[src/rtl/core/kme_pkg.sv]
// Shared types, constants and helper functions of the key and mouse event encoder.
package kme_pkg;

  localparam int COORD_W     = 12;
  localparam int SIZE_W      = 13;
  localparam int RAW_W       = 16;
  localparam int BTN_W       = 8;
  localparam int SYM_W       = 29;
  localparam int WORD_W      = 27;
  localparam int DATA_W      = 24;
  localparam int CODE_W      = 9;
  localparam int CMD_W       = 3;
  localparam int CFG_IDX_W   = 2;
  localparam int IN_TDATA_W  = 104;
  localparam int OUT_TDATA_W = 56;
  localparam int QDEPTH      = 4;
  localparam int QPTR_W      = 2;
  localparam int QCNT_W      = 3;

  localparam logic [SIZE_W-1:0] WIDTH_RESET  = 13'd640;
  localparam logic [SIZE_W-1:0] HEIGHT_RESET = 13'd480;

  localparam logic [SYM_W-1:0] SYM_Q        = 29'h0071;
  localparam logic [SYM_W-1:0] SYM_CTRL_L   = 29'hffe3;
  localparam logic [SYM_W-1:0] SYM_CTRL_R   = 29'hffe4;
  localparam logic [SYM_W-1:0] SYM_BACKSP   = 29'hff08;
  localparam logic [SYM_W-1:0] SYM_TAB      = 29'hff09;
  localparam logic [SYM_W-1:0] SYM_RETURN   = 29'hff0d;
  localparam logic [SYM_W-1:0] SYM_ESCAPE   = 29'hff1b;
  localparam logic [SYM_W-1:0] SYM_DELETE   = 29'hffff;
  localparam logic [SYM_W-1:0] SYM_LEFT     = 29'hff51;
  localparam logic [SYM_W-1:0] SYM_RIGHT    = 29'hff53;
  localparam logic [SYM_W-1:0] SYM_UP       = 29'hff52;
  localparam logic [SYM_W-1:0] SYM_DOWN     = 29'hff54;
  localparam logic [SYM_W-1:0] SYM_SHIFT_L  = 29'hffe1;
  localparam logic [SYM_W-1:0] SYM_SHIFT_R  = 29'hffe2;
  localparam logic [SYM_W-1:0] SYM_CAPS     = 29'hffe5;
  localparam logic [SYM_W-1:0] PRINT_LO     = 29'h20;
  localparam logic [SYM_W-1:0] PRINT_HI     = 29'h7e;
  localparam logic [SYM_W-1:0] LOWER_LO     = 29'h61;
  localparam logic [SYM_W-1:0] LOWER_HI     = 29'h7a;
  localparam logic [SYM_W-1:0] UPPER_LO     = 29'h41;
  localparam logic [SYM_W-1:0] UPPER_HI     = 29'h5a;
  localparam logic [SYM_W-1:0] CASE_OFFSET  = 29'h20;

  typedef enum logic [CMD_W-1:0] {
    CMD_MOTION    = 3'd0,
    CMD_BTN_DOWN  = 3'd1,
    CMD_BTN_UP    = 3'd2,
    CMD_KEY_DOWN  = 3'd3,
    CMD_KEY_UP    = 3'd4,
    CMD_CLOSE     = 3'd5,
    CMD_BATCH_END = 3'd6
  } cmd_t;

  typedef enum logic [2:0] {
    EV_NONE  = 3'd0,
    EV_MOVE  = 3'd1,
    EV_MDOWN = 3'd2,
    EV_MUP   = 3'd3,
    EV_KDOWN = 3'd4,
    EV_KUP   = 3'd5,
    EV_CHAR  = 3'd6
  } ev_type_t;

  typedef enum logic [CFG_IDX_W-1:0] {
    REG_SCREEN_WIDTH  = 2'd0,
    REG_SCREEN_HEIGHT = 2'd1
  } reg_idx_t;

  typedef struct packed {
    logic [WORD_W-1:0]  word0;
    logic [WORD_W-1:0]  word1;
    logic               two;
    logic               has_ev;
    logic               quit;
    logic [2:0]         buttons;
    logic [COORD_W-1:0] cur_x;
    logic [COORD_W-1:0] cur_y;
  } job_t;

  typedef struct packed {
    logic full;
    logic empty;
  } q_stat_t;

  function automatic logic [WORD_W-1:0] make_word(ev_type_t ev, logic [DATA_W-1:0] data);
    return {ev, data};
  endfunction

  function automatic logic [COORD_W-1:0] clamp_coord(logic [RAW_W-1:0] raw,
                                                     logic [SIZE_W-1:0] size);
    logic [COORD_W-1:0] hi;
    if (size == '0) begin
      hi = '0;
    end else if (size[SIZE_W-1]) begin
      hi = '1;
    end else begin
      hi = size[COORD_W-1:0] - COORD_W'(1);
    end
    if (raw[RAW_W-1]) begin
      return '0;
    end else if (raw[RAW_W-2:0] > {{(RAW_W-1-COORD_W){1'b0}}, hi}) begin
      return hi;
    end else begin
      return raw[COORD_W-1:0];
    end
  endfunction

  function automatic logic [CODE_W-1:0] key_code(logic [SYM_W-1:0] sym);
    logic [CODE_W-1:0] code;
    case (sym)
      SYM_BACKSP:  code = 9'h100;
      SYM_TAB:     code = 9'h101;
      SYM_RETURN:  code = 9'h102;
      SYM_ESCAPE:  code = 9'h103;
      SYM_DELETE:  code = 9'h104;
      SYM_LEFT:    code = 9'h105;
      SYM_RIGHT:   code = 9'h106;
      SYM_UP:      code = 9'h107;
      SYM_DOWN:    code = 9'h108;
      SYM_SHIFT_L: code = 9'h110;
      SYM_SHIFT_R: code = 9'h111;
      SYM_CTRL_L:  code = 9'h112;
      SYM_CTRL_R:  code = 9'h113;
      SYM_CAPS:    code = 9'h114;
      default: begin
        if (sym >= PRINT_LO && sym <= PRINT_HI) begin
          code = sym[CODE_W-1:0];
        end else begin
          code = '0;
        end
      end
    endcase
    return code;
  endfunction

endpackage

[src/rtl/core/key_mouse_event_encoder_top.sv]
// Top level of the key and mouse event encoder.
// Each accepted input beat yields one result beat, or two for a key press that gives both a
// key-code word and a character word. The front end takes one input beat per cycle while the
// four-entry job queue before the output stage has room. The output stage sends one result
// beat per cycle while out_tready is high, so single-result items go out back to back and a
// two-word key press holds the output for both beats. Configuration writes are always ready.
module key_mouse_event_encoder_top (
  input  logic                            clk,
  input  logic                            rst_n,
  input  logic                            in_tvalid,
  output logic                            in_tready,
  // command
  input  logic [kme_pkg::CMD_W-1:0]       in_tuser,
  // pos_x, pos_y, button_id, sym_plain, sym_shifted, shift_held, lock_held, zero pad
  input  logic [kme_pkg::IN_TDATA_W-1:0]  in_tdata,
  output logic                            out_tvalid,
  input  logic                            out_tready,
  // has_event
  output logic                            out_tuser,
  // event_word, quit, button_state, cursor_x, cursor_y, zero pad
  output logic [kme_pkg::OUT_TDATA_W-1:0] out_tdata,
  output logic                            out_tlast,
  input  logic                            cfg_valid,
  output logic                            cfg_ready,
  input  logic [kme_pkg::CFG_IDX_W-1:0]   cfg_index,
  input  logic [kme_pkg::SIZE_W-1:0]      cfg_data
);
  import kme_pkg::*;

  q_stat_t q_stat;
  logic    push, pop;
  job_t    push_job, head_job;

  kme_front u_front (
    .clk       (clk),
    .rst_n     (rst_n),
    .in_tvalid (in_tvalid),
    .in_tready (in_tready),
    .in_tuser  (in_tuser),
    .in_tdata  (in_tdata),
    .cfg_valid (cfg_valid),
    .cfg_ready (cfg_ready),
    .cfg_index (cfg_index),
    .cfg_data  (cfg_data),
    .q_stat    (q_stat),
    .push      (push),
    .push_job  (push_job)
  );

  kme_queue u_queue (
    .clk      (clk),
    .rst_n    (rst_n),
    .push     (push),
    .push_job (push_job),
    .pop      (pop),
    .head_job (head_job),
    .q_stat   (q_stat)
  );

  kme_back u_back (
    .clk        (clk),
    .rst_n      (rst_n),
    .head_job   (head_job),
    .q_stat     (q_stat),
    .pop        (pop),
    .out_tvalid (out_tvalid),
    .out_tready (out_tready),
    .out_tuser  (out_tuser),
    .out_tdata  (out_tdata),
    .out_tlast  (out_tlast)
  );

  a_no_event_single: assert property (@(posedge clk) disable iff (!rst_n)
    out_tvalid && !out_tuser |-> out_tlast)
    else $error("Result without an event is not the last beat of its item.");

  a_second_beat_follows: assert property (@(posedge clk) disable iff (!rst_n)
    out_tvalid && out_tready && !out_tlast |=> out_tvalid && out_tlast && out_tuser)
    else $error("Second word of a key press did not follow at once.");

  a_ready_only_when_full: assert property (@(posedge clk) disable iff (!rst_n)
    !in_tready |-> q_stat.full && !q_stat.empty)
    else $error("Input stalled while the job queue has room.");

  a_no_pop_when_empty: assert property (@(posedge clk) disable iff (!rst_n)
    q_stat.empty |-> !pop)
    else $error("Output stage took a job from an empty queue.");

endmodule

[src/rtl/core/kme_front.sv]
// Front end: accepts input beats and configuration writes, tracks pointer, button and modifier state, builds jobs.
module kme_front (
  input  logic                            clk,
  input  logic                            rst_n,
  input  logic                            in_tvalid,
  output logic                            in_tready,
  input  logic [kme_pkg::CMD_W-1:0]       in_tuser,
  input  logic [kme_pkg::IN_TDATA_W-1:0]  in_tdata,
  input  logic                            cfg_valid,
  output logic                            cfg_ready,
  input  logic [kme_pkg::CFG_IDX_W-1:0]   cfg_index,
  input  logic [kme_pkg::SIZE_W-1:0]      cfg_data,
  input  kme_pkg::q_stat_t                q_stat,
  output logic                            push,
  output kme_pkg::job_t                   push_job
);
  import kme_pkg::*;

  logic [SIZE_W-1:0]  width_r, height_r;
  logic [COORD_W-1:0] rep_x_r, rep_y_r, pend_x_r, pend_y_r;
  logic [COORD_W-1:0] rep_x_nxt, rep_y_nxt, pend_x_nxt, pend_y_nxt;
  logic               motion_r, motion_nxt;
  logic [2:0]         held_r, held_nxt;
  logic               ctrl_r, ctrl_nxt;

  cmd_t               cmd;
  logic [RAW_W-1:0]   pos_x, pos_y;
  logic [BTN_W-1:0]   button_id;
  logic [SYM_W-1:0]   sym_plain, sym_shifted, ch;
  logic               shift_held, lock_held;
  logic [CODE_W-1:0]  code;
  logic [2:0]         bit_sel;
  logic               kw_v, ch_v, quit;
  logic [WORD_W-1:0]  kword, cword, w0, w1;
  logic [1:0]         nw;

  assign cmd         = cmd_t'(in_tuser);
  assign pos_x       = in_tdata[15:0];
  assign pos_y       = in_tdata[31:16];
  assign button_id   = in_tdata[39:32];
  assign sym_plain   = in_tdata[68:40];
  assign sym_shifted = in_tdata[97:69];
  assign shift_held  = in_tdata[98];
  assign lock_held   = in_tdata[99];

  assign in_tready = !q_stat.full;
  assign push      = in_tvalid && in_tready;
  assign cfg_ready = 1'b1;

  assign code = key_code(sym_plain);

  always_comb begin
    ch = shift_held ? sym_shifted : sym_plain;
    if (lock_held) begin
      if (ch >= LOWER_LO && ch <= LOWER_HI) begin
        ch = ch - CASE_OFFSET;
      end else if (ch >= UPPER_LO && ch <= UPPER_HI) begin
        ch = ch + CASE_OFFSET;
      end
    end
  end

  always_comb begin
    unique case (button_id)
      8'd1:    bit_sel = 3'b100;
      8'd2:    bit_sel = 3'b010;
      8'd3:    bit_sel = 3'b001;
      default: bit_sel = 3'b000;
    endcase
  end

  always_comb begin
    rep_x_nxt  = rep_x_r;
    rep_y_nxt  = rep_y_r;
    pend_x_nxt = pend_x_r;
    pend_y_nxt = pend_y_r;
    motion_nxt = motion_r;
    held_nxt   = held_r;
    ctrl_nxt   = ctrl_r;
    quit       = 1'b0;
    kw_v       = 1'b0;
    ch_v       = 1'b0;
    kword      = '0;
    cword      = '0;
    w0         = '0;
    w1         = '0;
    nw         = 2'd0;
    unique case (cmd)
      CMD_MOTION: begin
        pend_x_nxt = clamp_coord(pos_x, width_r);
        pend_y_nxt = clamp_coord(pos_y, height_r);
        motion_nxt = 1'b1;
      end
      CMD_BTN_DOWN, CMD_BTN_UP: begin
        if (bit_sel != 3'b000) begin
          held_nxt = (cmd == CMD_BTN_DOWN) ? (held_r | bit_sel) : (held_r & ~bit_sel);
          w0 = make_word((cmd == CMD_BTN_DOWN) ? EV_MDOWN : EV_MUP,
                         {{(DATA_W-BTN_W){1'b0}}, button_id});
          nw = 2'd1;
        end
      end
      CMD_KEY_DOWN, CMD_KEY_UP: begin
        if (sym_plain == SYM_CTRL_L || sym_plain == SYM_CTRL_R) begin
          ctrl_nxt = (cmd == CMD_KEY_DOWN);
        end
        if (cmd == CMD_KEY_DOWN && ctrl_nxt && sym_plain == SYM_Q) begin
          quit       = 1'b1;
          motion_nxt = 1'b0;
        end else begin
          kw_v  = (code != '0);
          kword = make_word((cmd == CMD_KEY_DOWN) ? EV_KDOWN : EV_KUP,
                            {{(DATA_W-CODE_W){1'b0}}, code});
          ch_v  = (cmd == CMD_KEY_DOWN) && ch >= PRINT_LO && ch <= PRINT_HI;
          cword = make_word(EV_CHAR, ch[DATA_W-1:0]);
          w0    = kw_v ? kword : (ch_v ? cword : '0);
          w1    = cword;
          nw    = {1'b0, kw_v} + {1'b0, ch_v};
        end
      end
      CMD_CLOSE: begin
        quit       = 1'b1;
        motion_nxt = 1'b0;
      end
      CMD_BATCH_END: begin
        if (motion_r) begin
          if (pend_x_r != rep_x_r || pend_y_r != rep_y_r) begin
            w0 = make_word(EV_MOVE, {pend_x_r, pend_y_r});
            nw = 2'd1;
          end
          rep_x_nxt  = pend_x_r;
          rep_y_nxt  = pend_y_r;
          motion_nxt = 1'b0;
        end
      end
      default: begin
      end
    endcase
  end

  always_comb begin
    push_job.word0   = w0;
    push_job.word1   = w1;
    push_job.two     = (nw == 2'd2);
    push_job.has_ev  = (nw != 2'd0);
    push_job.quit    = quit;
    push_job.buttons = held_nxt;
    push_job.cur_x   = rep_x_nxt;
    push_job.cur_y   = rep_y_nxt;
  end

  always_ff @(posedge clk) begin
    if (!rst_n) begin
      width_r  <= WIDTH_RESET;
      height_r <= HEIGHT_RESET;
      rep_x_r  <= '0;
      rep_y_r  <= '0;
      pend_x_r <= '0;
      pend_y_r <= '0;
      motion_r <= 1'b0;
      held_r   <= '0;
      ctrl_r   <= 1'b0;
    end else begin
      if (cfg_valid && cfg_ready) begin
        if (cfg_index == REG_SCREEN_WIDTH) begin
          width_r <= cfg_data;
        end else if (cfg_index == REG_SCREEN_HEIGHT) begin
          height_r <= cfg_data;
        end
      end
      if (push) begin
        rep_x_r  <= rep_x_nxt;
        rep_y_r  <= rep_y_nxt;
        pend_x_r <= pend_x_nxt;
        pend_y_r <= pend_y_nxt;
        motion_r <= motion_nxt;
        held_r   <= held_nxt;
        ctrl_r   <= ctrl_nxt;
      end
    end
  end

endmodule

[src/rtl/core/kme_queue.sv]
// Short job queue between the front end and the output stage.
module kme_queue (
  input  logic             clk,
  input  logic             rst_n,
  input  logic             push,
  input  kme_pkg::job_t    push_job,
  input  logic             pop,
  output kme_pkg::job_t    head_job,
  output kme_pkg::q_stat_t q_stat
);
  import kme_pkg::*;

  job_t              mem_r [QDEPTH];
  logic [QPTR_W-1:0] wptr_r, rptr_r;
  logic [QCNT_W-1:0] cnt_r, cnt_nxt;

  assign head_job     = mem_r[rptr_r];
  assign q_stat.full  = (cnt_r == QCNT_W'(QDEPTH));
  assign q_stat.empty = (cnt_r == '0);

  always_comb begin
    cnt_nxt = cnt_r;
    if (push && !pop) begin
      cnt_nxt = cnt_r + QCNT_W'(1);
    end else if (pop && !push) begin
      cnt_nxt = cnt_r - QCNT_W'(1);
    end
  end

  always_ff @(posedge clk) begin
    if (push) begin
      mem_r[wptr_r] <= push_job;
    end
  end

  always_ff @(posedge clk) begin
    if (!rst_n) begin
      wptr_r <= '0;
      rptr_r <= '0;
      cnt_r  <= '0;
    end else begin
      if (push) begin
        wptr_r <= wptr_r + QPTR_W'(1);
      end
      if (pop) begin
        rptr_r <= rptr_r + QPTR_W'(1);
      end
      cnt_r <= cnt_nxt;
    end
  end

endmodule

[src/rtl/core/kme_back.sv]
// Output stage: holds one job and sends its one or two result beats.
module kme_back (
  input  logic                            clk,
  input  logic                            rst_n,
  input  kme_pkg::job_t                   head_job,
  input  kme_pkg::q_stat_t                q_stat,
  output logic                            pop,
  output logic                            out_tvalid,
  input  logic                            out_tready,
  output logic                            out_tuser,
  output logic [kme_pkg::OUT_TDATA_W-1:0] out_tdata,
  output logic                            out_tlast
);
  import kme_pkg::*;

  job_t              cur_r;
  logic              cur_v_r;
  logic              sel_r;
  logic              take;
  logic [WORD_W-1:0] word;

  assign take       = cur_v_r && out_tready;
  assign out_tvalid = cur_v_r;
  assign out_tlast  = !cur_r.two || sel_r;
  assign out_tuser  = cur_r.has_ev;
  assign word       = sel_r ? cur_r.word1 : cur_r.word0;
  assign out_tdata  = {1'b0, cur_r.cur_y, cur_r.cur_x, cur_r.buttons, cur_r.quit, word};
  assign pop        = !q_stat.empty && (!cur_v_r || (take && out_tlast));

  always_ff @(posedge clk) begin
    if (pop) begin
      cur_r <= head_job;
    end
  end

  always_ff @(posedge clk) begin
    if (!rst_n) begin
      cur_v_r <= 1'b0;
      sel_r   <= 1'b0;
    end else begin
      if (pop) begin
        cur_v_r <= 1'b1;
        sel_r   <= 1'b0;
      end else if (take) begin
        if (out_tlast) begin
          cur_v_r <= 1'b0;
          sel_r   <= 1'b0;
        end else begin
          sel_r <= 1'b1;
        end
      end
    end
  end

endmodule
[config.mk]
export PLATFORM = sky130hd
export DESIGN_NAME = key_mouse_event_encoder_top
export DESIGN_NICKNAME = d
export VERILOG_FILES = /design/src/rtl/core/kme_pkg.sv /design/src/rtl/core/key_mouse_event_encoder_top.sv /design/src/rtl/core/kme_front.sv /design/src/rtl/core/kme_queue.sv /design/src/rtl/core/kme_back.sv
export SDC_FILE = /design/constraint.sdc
export NUM_CORES = 1
export LEC_CHECK = 0
export BUFFER_PORTS_ARGS = -buffer_cell sky130_fd_sc_hd__buf_2
export CORE_ASPECT_RATIO = 1.25
export CORE_MARGIN = 1
export CORE_UTILIZATION = 35
export CTS_CLUSTER_SIZE = 30
export DETAILED_ROUTE_END_ITERATION = 16
export GPL_TIMING_DRIVEN = 1
export PLACE_DENSITY = 0.58
export SETUP_SLACK_MARGIN = 0.5
export SKIP_CTS_REPAIR_TIMING = 1
export SLEW_MARGIN = 20
export SYNTH_ARGS = -nofsm -noshare
export SYNTH_HDL_FRONTEND = slang
export SYNTH_SLANG_ARGS = --single-unit
[constraint.sdc]
create_clock -name clk -period 7 [get_ports clk]
set_clock_uncertainty 0.2 [all_clocks]
set_input_delay 1.05 -clock clk [delete_from_list [all_inputs] [get_ports clk]]
set_output_delay 1.05 -clock clk [all_outputs]
set_load 0.01 [all_outputs]
# After elaboration in Yosys (flattened, before gate mapping)
# Memories as Yosys holds them, arrays and structs flattened. A register that Yosys moved wholly into a read port is not among the register bits.
# Cells that the tools add are included.
op_classes:
  add_sub_neg: 9
  order_cmp: 10
  n_eq_ne: 30
  mux: 55
  n_bitwise: 5
  reduce_logical: 45
op_table:
  columns: ["op", "n"]
  rows:
  - ["equality test 29 x 16 -> 1 bit, second input constant", 14]
  - ["2-to-1 mux 27 bit", 8]
  - ["2-to-1 mux 12 bit", 14]
  - ["one-hot mux 9 bit (14 select lines)", 1]
  - ["less-or-equal comparator 29 x 7 -> 1 bit, second input constant", 4]
  - ["2-to-1 mux 29 bit", 4]
  - ["one-hot mux 27 bit (3 select lines)", 1]
  - [">= comparator 29 x 6 -> 1 bit, second input constant", 2]
  - [">= comparator 29 x 7 -> 1 bit, second input constant", 2]
  - ["> comparator 15 x 12 -> 1 bit", 2]
  - ["adder 29 x 6 -> 29 bit, second input constant", 1]
  - ["equality test 29 x 7 -> 1 bit, second input constant", 1]
  - ["subtractor 29 x 6 -> 29 bit, second input constant", 1]
  - ["logical NOT 13 bit", 2]
  - ["2-to-1 mux 25 bit", 1]
  - ["!= test 12 bit", 2]
  - ["subtractor 12 x 1 -> 12 bit, second input constant", 2]
  - ["equality test 8 x 2 -> 1 bit, second input constant", 2]
  - ["2-to-1 mux 3 bit", 5]
  - ["2-to-1 mux 1 bit", 14]
  - ["logical AND 1 bit", 13]
  - ["equality test 3 bit, second input constant", 4]
  - ["2-to-1 mux 9 bit", 1]
  - ["one-hot mux 3 bit (3 select lines)", 1]
  - ["28 further kinds", 52]
word_totals:
  ff_bits: 88
  ramBits: 336
  in_bits: 127
  out_inout_bits: 61
  wordCells: 169
  n_memories: 1
mem_list:
  columns: ["name", "words", "width", "rd", "rd_clocked_by_memory_dff", "wr", "line_no", "source"]
  rows:
  - ["u_queue.mem_r", 4, 84, 1, 1, 1, "kme_queue.sv:13", "job_t mem_r [QDEPTH];"]

# Logic depth before layout (Yosys ltp)
# Gate-level depths: netlist of run 1.
logic_depth:
  ltp_word: 13
  ltp_mapped: 16
  mapped_depth_nobuf: 15

# Modules after synthesis
# A second synthesis of run 1 with hierarchy kept.
hier_totals:
  hier_cells: 1579
  area_unflattened_um2: 22755.6
modules_own_cells:
  columns: ["mod", "instances", "cells_per_inst", "area_per_inst_um2", "seq_area_each_um2"]
  rows:
  - ["kme_queue", 1, 481, 12563.3, 10269.8]
  - ["kme_front", 1, 942, 7008.0, 1581.5]
  - ["kme_back", 1, 156, 3184.3, 2562.5]

# Worst setup path before layout of run 1
# No wires, ideal clock.
synth_path:
  path_type: "input to register"
  startpoint: "in out_tready"
  endpoint: "reg u_queue.cnt_r[2]"
  setup_ps: 76
  t_arrival_ps: 6520
  required_ps: 6724
  slack_ps: 204
  path_stages: 9
  n_path_buf: 0
  path_cell_list: "nand2_1 > a21oi_1 > inv_1 > ha_1 > inv_1 > fa_1 > xor2_1 > or3_1 > a21boi_0"
synth_between:
  elab_chain_cells: 7
  word_cells_on_any_way: 9
  classes_between: "1 x mux; 8 x reduce/logical"
synth_lines:
  columns: ["item", "line_no", "source"]
  rows:
  - ["from (decl)", "key_mouse_event_encoder_top.sv:17", "input logic out_tready,"]
  - ["logical AND 1 bit (*)", "kme_back.sv:22", "assign take = cur_v_r && out_tready;"]
  - ["logical AND 1 bit (*)", "kme_back.sv:28", "assign pop = !q_stat.empty && (!cur_v_r || (take && out_tlast));"]
  - ["logical OR 1 bit (*)", "kme_back.sv:28", null]
  - ["logical AND 1 bit (*)", "kme_back.sv:28", null]
  - ["named net pop", "key_mouse_event_encoder_top.sv:31", "logic push, pop;"]
  - ["logical NOT 1 bit", "kme_queue.sv:23", "if (push && !pop) begin"]
  - ["logical AND 1 bit", "kme_queue.sv:23", null]
  - ["2-to-1 mux 3 bit / nonzero test 2 bit (equally long branches)", null, null]
  - ["to (signal assigned)", "kme_queue.sv:48", "cnt_r <= cnt_nxt;"]
  - ["to (decl)", "kme_queue.sv:15", "logic [QCNT_W-1:0] cnt_r, cnt_nxt;"]
# Mark *: on every way through the listed nets, which the timed path passes. The rest lies on a longest branch.
# A chain may end at the register's enable or synchronous reset.

==> results of run 1 <==
## worst paths after layout
path | endpoint | from | cells after the start | slack [ns]
max | u_queue.mem_r[1][28]$_DFFE_PP_ | in_tdata[98] | 12 | 2.27
min | u_front.held_r[0]$_SDFFE_PN0P_ | u_front.held_r[0]$_SDFFE_PN0P_ | 2 | 0.27
max reg2reg | u_front.pend_y_r[7]$_SDFFE_PN0P_ | u_front.height_r[4]$_SDFFE_PN0P_ | 13 | 2.27
min reg2reg | u_front.held_r[0]$_SDFFE_PN0P_ | u_front.held_r[0]$_SDFFE_PN0P_ | 2 | 0.27
## worst min-delay path, delay by kind of cell (launching register included)
family,cells,cell delay [ns]
AND/OR/NAND/NOR,1,0.05
AO/OA/AOI/OAI,1,0.06
flip-flops,1,0.31
## cells by family (layout without fill, tap and decap cells)
logic type | count (synthesis) | count (layout) | share of synthesized area, %
DFF | 498 | 498 | 63.1
and+or+nand+nor | 492 | 492 | 11.0
AOI/OAI and AO/OA | 207 | 207 | 6.65
muxes | 158 | 158 | 12.0
buffers and inverters | 147 | 325 | 3.03
xor gates and xnor gates | 50 | 50 | 1.96
adders and majority gates | 40 | 40 | 2.28
other | 2 | 2 | 0.0337
## metrics by stage
stage	utilization (%)	hold WS [ns]	instances	worst slack [ns]
floorplan	-	0.253	1594	2.14
global placement	37.8	0.267	2519	1.75
detailed placement	37.8	0.271	2519	1.72
CTS	40.7	0.280	2612	2.24
global route	40.7	0.299	2612	1.83
finish	40.7	0.275	2612	2.27
## sequential cells by signal, summed over array words and instances, names as in the netlist, 12 cells and up
signal            count
u_queue.mem_r       328
u_back.cur_r         53
u_back.out_tdata     28
u_front.height_r     13
u_front.width_r      13
u_front.pend_x_r     12
u_front.pend_y_r     12
u_front.rep_x_r      12
u_front.rep_y_r      12
## per-layer routing
| metal | vias up | GRT usage [%] |
|---|---|---|
| met2 | 307 | 28.7 |
| met1 | 6704 | 21.2 |
| li1 | 6352 | - |
| met5 | - | 0 |
| met3 | 69 | 2.95 |
| met4 | 0 | 4.34 |
## where the power goes
group / internal [uW] / switching [uW]
clock network: 1740 / 1180
logic: 746 / 1030
registers: 3900 / 217
total: 6380 / 2420
## placed cells by master, fill, tap and decap left out, drive strengths merged, types with 6 or more instances in the layout
master	n
mux2	52
nor3	51
or2	6
nand4	22
o31ai	6
buf	196
and2	25
xor2	24
nor2	127
clkbuf	56
dfxtp	88
a22oi	7
xnor2	26
nor3b	29
o21ai	39
edfxtp	410
clkinv	20
nor4	25
a221o	24
nand3	26
a21boi	27
ha	39
nand2	133
a21oi	38
o211ai	9
nor2b	11
o21a	10
inv	40
bufinv	10
mux4	82
or4	6
mux2i	24
## final cells by class
class / instances / share of cell area [%]
clock buffers: 56 / 5.07
multi-input cells: 949 / 29.6
clock inverters: 37 / 2.01
repair buffers: 196 / 3.96
flip-flops and latches: 498 / 54.7
well taps: 840 / 4.09
inverters: 36 / 0.525
==> results.md, run 1 <==
Run status:
- The flow ran to the end, and the final reports show no timing, DRC or antenna violations.

CTS:
- The cell at the root of the clock tree is sky130_fd_sc_hd__clkbuf_16.
- The H-tree generated during clock tree synthesis spans 2 levels.
- The clock-pin slew of the registers on the worst-case setup and hold paths is 0.06 ns.
- The total clock buffers created by CTS is 51.
- The maximum root-to-sink buffer count is 3.
- The clock latency reported for the late side of the worst-skew pair is 0.61 ns.
- The TritonCTS clock tree is done.
- The tree built by TritonCTS fans out to 498 sinks.

Critical path:
- The worst setup path is launched from a primary input.
- In this design, the stage delay of the slowest critical-path cell is 0.62 ns.
- The category of the most critical setup path is in -> reg.
- On the critical path, the stage with the largest delay is an instance of sky130_fd_sc_hd__o311ai_0.
- The kind of capture point of the worst setup path is a register.
- Traced cell by cell, the critical path runs through buf_2 -> buf_4 -> nor4b_1 -> a22oi_1 -> a21oi_1 -> nand2_1 -> o311ai_0 -> nor3_1 -> and2_1 -> ha_1 -> nor2b_1 -> o21ai_0.
- In this design, the largest share of critical-path delay is due to compound AO/OA/AOI/OAI gates.
- The number of buffers and inverters on the critical path is 2.
- For the worst setup path, the data required time is 7.15 ns.
- Of all nets on the critical path, the largest fanout is 29.
- The arrival time of data at the critical path endpoint is 4.89 ns.

Place:
- After detailed placement, the total cell area comes to 23900 sq um.
- Summed over all nets, the half-perimeter wirelength after detailed placement is 36.1 mm.
- Routability-driven placement finished with a final weighted congestion of 0.856.
- In this run the tool buffered the top-level ports with 181 buffer cells.

Routing:
- Wires add up to 53.7 mm.
- The met1 wire length is 23.2 mm.
- After the first detailed-routing iteration, the DRC count stood at 752.
- The number of antenna-violating nets in the routed design is 0.
- The amount of wire on met2 after detailed routing is 26.9 mm.
- The average via count per standard cell is 5.14.
- The average wire per cell in the routed design is 20.6 microns.
- The vias after detailed routing is 13432.
- The first TritonRoute pass finished after 5 iterations.
- The detailed router used layers up to and including met4.
- The routed wire length on met3 is 2.44 mm.
- The post-route DRC violation count is 0.

STA:
- For the final routed database, the setup TNS stands at 0 ns.
- The post-route fraction of the period consumed by the critical path is 67.6%.
- The final-report max-slew violation count was 0.
- For this run, the top clock speed supported by timing is 211 MHz.
- The minimum clock period is 4.73 ns.
- The count of final setup violators is 0.
- Setup repair after global routing left no endpoint under its margin.
- The slew of the pin with the lowest slew margin is 0.979 ns.
- The final hold violation count came to 0.
- The worst pin sits at a relative slew slack of 34.7%.

Synthesis:
- By area the synthesized netlist is led by sky130_fd_sc_hd__edfxtp_1 55%, sky130_fd_sc_hd__mux4_2 8.3%, sky130_fd_sc_hd__dfxtp_1 7.9%.
- The synthesized area per cell is 14.0 sq um.
- The proportion of netlist area held by the largest area contributor is 55.2%.
- The number of synthesized flops with an enable pin is 410.
- The flop and latch count out of synthesis is 498.
- The cell area after synthesis is 22300 sq um.
- The commonest cells after synthesis are 410 x sky130_fd_sc_hd__edfxtp_1, 133 x sky130_fd_sc_hd__nand2_1, 126 x sky130_fd_sc_hd__nor2_1.
- Among all flip-flop cells after synthesis, the most frequent one is sky130_fd_sc_hd__edfxtp_1.
- The count of mapped cells out of synthesis is 1594.
- The async set or reset register ratio after synthesis is 0%.
- The net count after synthesis is 1761.
- The number of unique standard cell types used by synthesis is 73.
- In the post-synthesis netlist, the cell with the most instances is sky130_fd_sc_hd__edfxtp_1.
- Summed over all instances, the cell type with the most area after synthesis is sky130_fd_sc_hd__edfxtp_1.
- For this run, the register share of the synthesized area comes to 63.1%.
- The warning count from the yosys run is 0.

Global route:
- Entering global routing, the biggest net connects 67 pins.
- The total overflow left after global routing is 0.
- The number of global-route vias before repair is 13771.
- The global-route usage over all layers is 16.5%.
- The first global-routing pass estimated 81.9 mm of wire.
- The number of antenna violations at the first check in global routing was 0.

Die:
- The placeable core area is 63100 sq um.
- During I/O placement, the number of pins put on the boundary was 188.
- The total die area is 64800 sq um.
- Row generation in the floorplan step produced 103 rows.
- The vertical die dimension is 284 microns.
- For this configuration, the core starts out at a cell density of 35.3%.
- Measured along the x axis, the die boundary spans 228 microns.

Layout:
- The area of all placed cells without fillers is 25700 sq um.
- The ratio of cells with drive above 1 in the final layout is 24.7%.
- Counting the fill cells in the layout gives 5882.
- The growth of design area from synthesis to finish is 15.3%.
- The sequential cell area in the final layout is 14100 sq um.
- The multi-input combinational cells in the finished layout cover a total of 7610 sq um.
- In the final design database the tool counted 1899 nets.
- The number of antenna diodes in the final layout is 0.

Power and ir drop:
- The power per cell area is 342 nW/um^2.
- In this run the static leakage power is 0.00875 uW.
- Total power for the finished layout comes to 8800 uW.
- The worst-case IR drop observed on VDD is 0.000180 V.

Flow run:
- The number of max-cap violations is 0.

Hold path:
- The class of the worst hold path is reg -> reg.
No activity file was read; power rests on OpenSTA's default activity.
==> run 2: changes to the inputs <==
PLACE_DENSITY = 0.56   (was 0.58)
clock period = 4.45 ns   (was 7 ns; I/O delays follow)
==> run 2 against run 1 <==
Net effect:
- design area grew 1.2%
- first-iteration DRC count up 20%
- largest power group unchanged
- highest routed layer unchanged
- non-clock buffer count up 30
- sequential power is 59% higher
==> results.md, run 2 (synthesis gave the netlist of run 1 again) <==
Global route:
- The final global-route overflow total is 0 (unchanged).
- The first-pass GRT wire length is 82.4 mm (+0.63%).
- The number of global-route vias before repair is 13713 (-0.42%).
- The maximum number of pins on one net before global-route repair is 85 (+27%).
- The global-route usage over all layers was 16.7% (+0.15 points).
- The number of antenna violations at the first check in global routing is 0 (unchanged).

Layout:
- The sequential cell area in the final layout is 14100 sq um (about the same).
- The number of fill cells in the layout was 5897 (+0.26%).
- The growth of design area from synthesis to finish is 16.7%.
- The number of standard cells in the layout, taps in and fillers out is 2643 (+1.2%).
- The end-of-flow core utilization was 41.2% (+0.51 points).
- The total area of multi-input combinational cells is 7700 sq um (+1.1%).
- The library cells used most frequently in the layout, excluding fill and tap cells, are 410 x sky130_fd_sc_hd__edfxtp_1, 181 x sky130_fd_sc_hd__buf_2, 133 x sky130_fd_sc_hd__nand2_1.
- The library cell used most frequently in the layout, excluding fill and tap cells, is sky130_fd_sc_hd__edfxtp_1.
- The flip-flop count of the largest register after layout is 328 (unchanged).
- The register ranked first by flip-flop count is u_queue.mem_r.
- The diode insertion count for antenna repair came to 0 (unchanged).
- The net count reported at finish was 1930 (+1.6%).
- The ratio of cells with drive above 1 in the final layout is 26.5% (+1.8 points).

Power and ir drop:
- The proportion of total power due to net switching is 27.3% (-0.24 points).
- The part of the total power dissipated in the clock network was 32.3% (-0.8 points).
- The total leakage power is 0.00890 uW (+1.7%).
- The internal power consumption is 10000 uW (+57%).
- The sequential share of power came to 47.3% (+0.6 points).
- The worst IR drop on VDD is 0.000396 V (+120%).
- The net switching power is 3760 uW (+55%).
- The power per cell area was 529 nW/um^2 (+55%).
- The combinational cell fraction of total power came to 20.4% (+0.2 points).

Die:
- The top-level I/O count was 188 (unchanged).
- The site row count is 103 (unchanged).
- The horizontal die dimension is 228 microns (unchanged).
- The placeable core area was 63100 sq um (unchanged).
- The starting utilization of the core area is 35.3% (unchanged).
- The total die area was 64800 sq um (unchanged).
- The vertical die dimension is 284 microns (unchanged).

Flow run:
- The number of max-cap violations is 0 (unchanged).

Run status:
- The run finished with clean final reports.

CTS:
- The clock-pin slew of the registers on the worst-case setup and hold paths was 0.06 ns (about the same).
- The TritonCTS clock tree is done.
- The tree is rooted in a sky130_fd_sc_hd__clkbuf_16.
- The total clock buffers created by CTS is 51 (unchanged).
- The number of sinks handled by clock tree synthesis came to 498 (unchanged).
- The clock latency reported for the late side of the worst-skew pair is 0.61 ns (about the same).
- The maximum root-to-sink buffer count came to 3 (unchanged).
- The number of H-tree levels is 2 (unchanged).

Critical path:
- The nature of the critical path startpoint is a register.
- The arrival time of data at the critical path endpoint came to 4.17 ns (-0.72 ns).
- The largest fanout on the critical path came to 6 (-79%).
- The critical-path cell with the highest stage delay is sky130_fd_sc_hd__or4_4.
- The kind of cell with the highest combined delay along the critical path is simple AND/OR/NAND/NOR gates.
- The required time at the worst-slack endpoint is 4.73 ns (-2.42 ns).
- The stage delay of the slowest cell on the critical path is 0.57 ns (-0.05 ns).
- The most frequent cell on the critical path is sky130_fd_sc_hd__o21a_1.
- The kind of capture point of the worst setup path is a register.
- The worst path buffer plus inverter count is 1 (-1).
- By startpoint and endpoint, the worst setup path is classified as reg -> reg.
- The signal on the critical path passes through or4_4 -> nor4_4 -> nand4_1 -> buf_4 -> o21ai_2 -> ha_1 -> nor2b_1 -> o21a_1 -> o21a_1 -> o21a_1 -> o21a_1 -> o211a_1 -> or2_4 -> a221o_1.

STA:
- The count of final setup violators is 0 (unchanged).
- Based on the critical path, the design can be clocked at up to 257 MHz.
- The slew of the pin with the lowest slew margin is 0.950 ns (-0.0292 ns).
- The minimum clock period is 3.89 ns.
- The headroom to the max-slew limit is 36.7% (+1.9 points).
- The final hold violation count came to 0 (unchanged).
- The final setup TNS is 0 ns (unchanged).
- Setup repair after global routing could not meet its margin everywhere.
- The post-route fraction of the period consumed by the critical path is 87.3%.
- The final-report max-slew violation count is 0 (unchanged).
- The worst path setup slack after routing came to 0.563 ns (-1.70 ns).

Place:
- The port buffer count is 181 (unchanged).
- The instance count after placement with tap cells included is 2542 (+0.91%).
- The final HPWL from detailed placement was 36.0 mm (-0.30%).
- The worst slack after detailed placement is 0.156 ns (-1.57 ns).
- The weighted congestion at the end of routability-driven global placement is 0.882 (+3.1%).

Routing:
- The number of detailed-routing iterations run before antenna repair is 5 (unchanged).
- The average via count per standard cell is 5.14 (about the same).
- The vias after detailed routing is 13590 (+1.2%).
- The post-route DRC violation count is 0 (unchanged).
- The total detailed-routing wirelength came to 54.4 mm (+1.4%).
- The average wire per cell in the routed design is 20.6 microns (+0.20%).
- The number of antenna-violating nets in the routed design is 0 (unchanged).
- The DRC violation total after the first TritonRoute iteration is 901 (+20%).

Hold path:
- The worst hold path belongs to the class in -> reg.
[run 2: per-layer routing]
metal	GRT usage (%)	vias to the layer above	wire [microns]
met5	0	-	0
met3	3.22	70	2720
met4	5.14	0	1190
li1	-	6425	-
met2	29.0	337	27500
met1	20.9	6758	23000
[run 2: worst paths after layout]
kind | start | end | slack, ns | cells after the start
worst max-delay path | u_front.height_r[7]$_SDFFE_PN1P_ | u_front.pend_y_r[5]$_SDFFE_PN0P_ | 0.56 | 14
worst min-delay path | cfg_data[8] | u_front.height_r[8]$_SDFFE_PN1P_ | 0.09 | 3
worst max register to register | u_front.height_r[7]$_SDFFE_PN1P_ | u_front.pend_y_r[5]$_SDFFE_PN0P_ | 0.56 | 14
worst min register to register | u_front.held_r[0]$_SDFFE_PN0P_ | u_front.held_r[0]$_SDFFE_PN0P_ | 0.28 | 2
[run 2: power by group through the flow]
stage	Clock, uW	Sequential, uW	Combinational, uW
final	4450	6520	2810
after global routing	4710	6610	3090
after CTS	4560	6540	2910
after detailed placement	0	6630	2900
after global placement	0	6600	2860
after floorplan	0	6400	2060
[run 2: stage by stage]
step	cell area [sq um]	hold slack [ns]	total power [uW]
6_report	26000	0.0920	13800
5_1_grt	26000	0.0923	14400
4_1_cts	25900	0.0603	14000
3_5_place_dp	24200	0.276	9520
3_3_place_gp	24200	0.265	9470
2_1_floorplan	22300	0.253	8460
[run 2: worst min-delay path, delay by kind of cell]
| family | cells | cell delay, ns |
|---|---|---|
| buffers and inverters | 1 | 0.09 |
| AND/OR/NAND/NOR | 2 | 0.12 |
[run 2: layout make-up]
class	instances	share of cell area, %
flip-flops and latches	498	54.1
multi-input cells	950	29.6
clock buffers	67	5.45
repair buffers	226	5.06
well taps	840	4.04
clock inverters	26	1.28
inverters	36	0.519
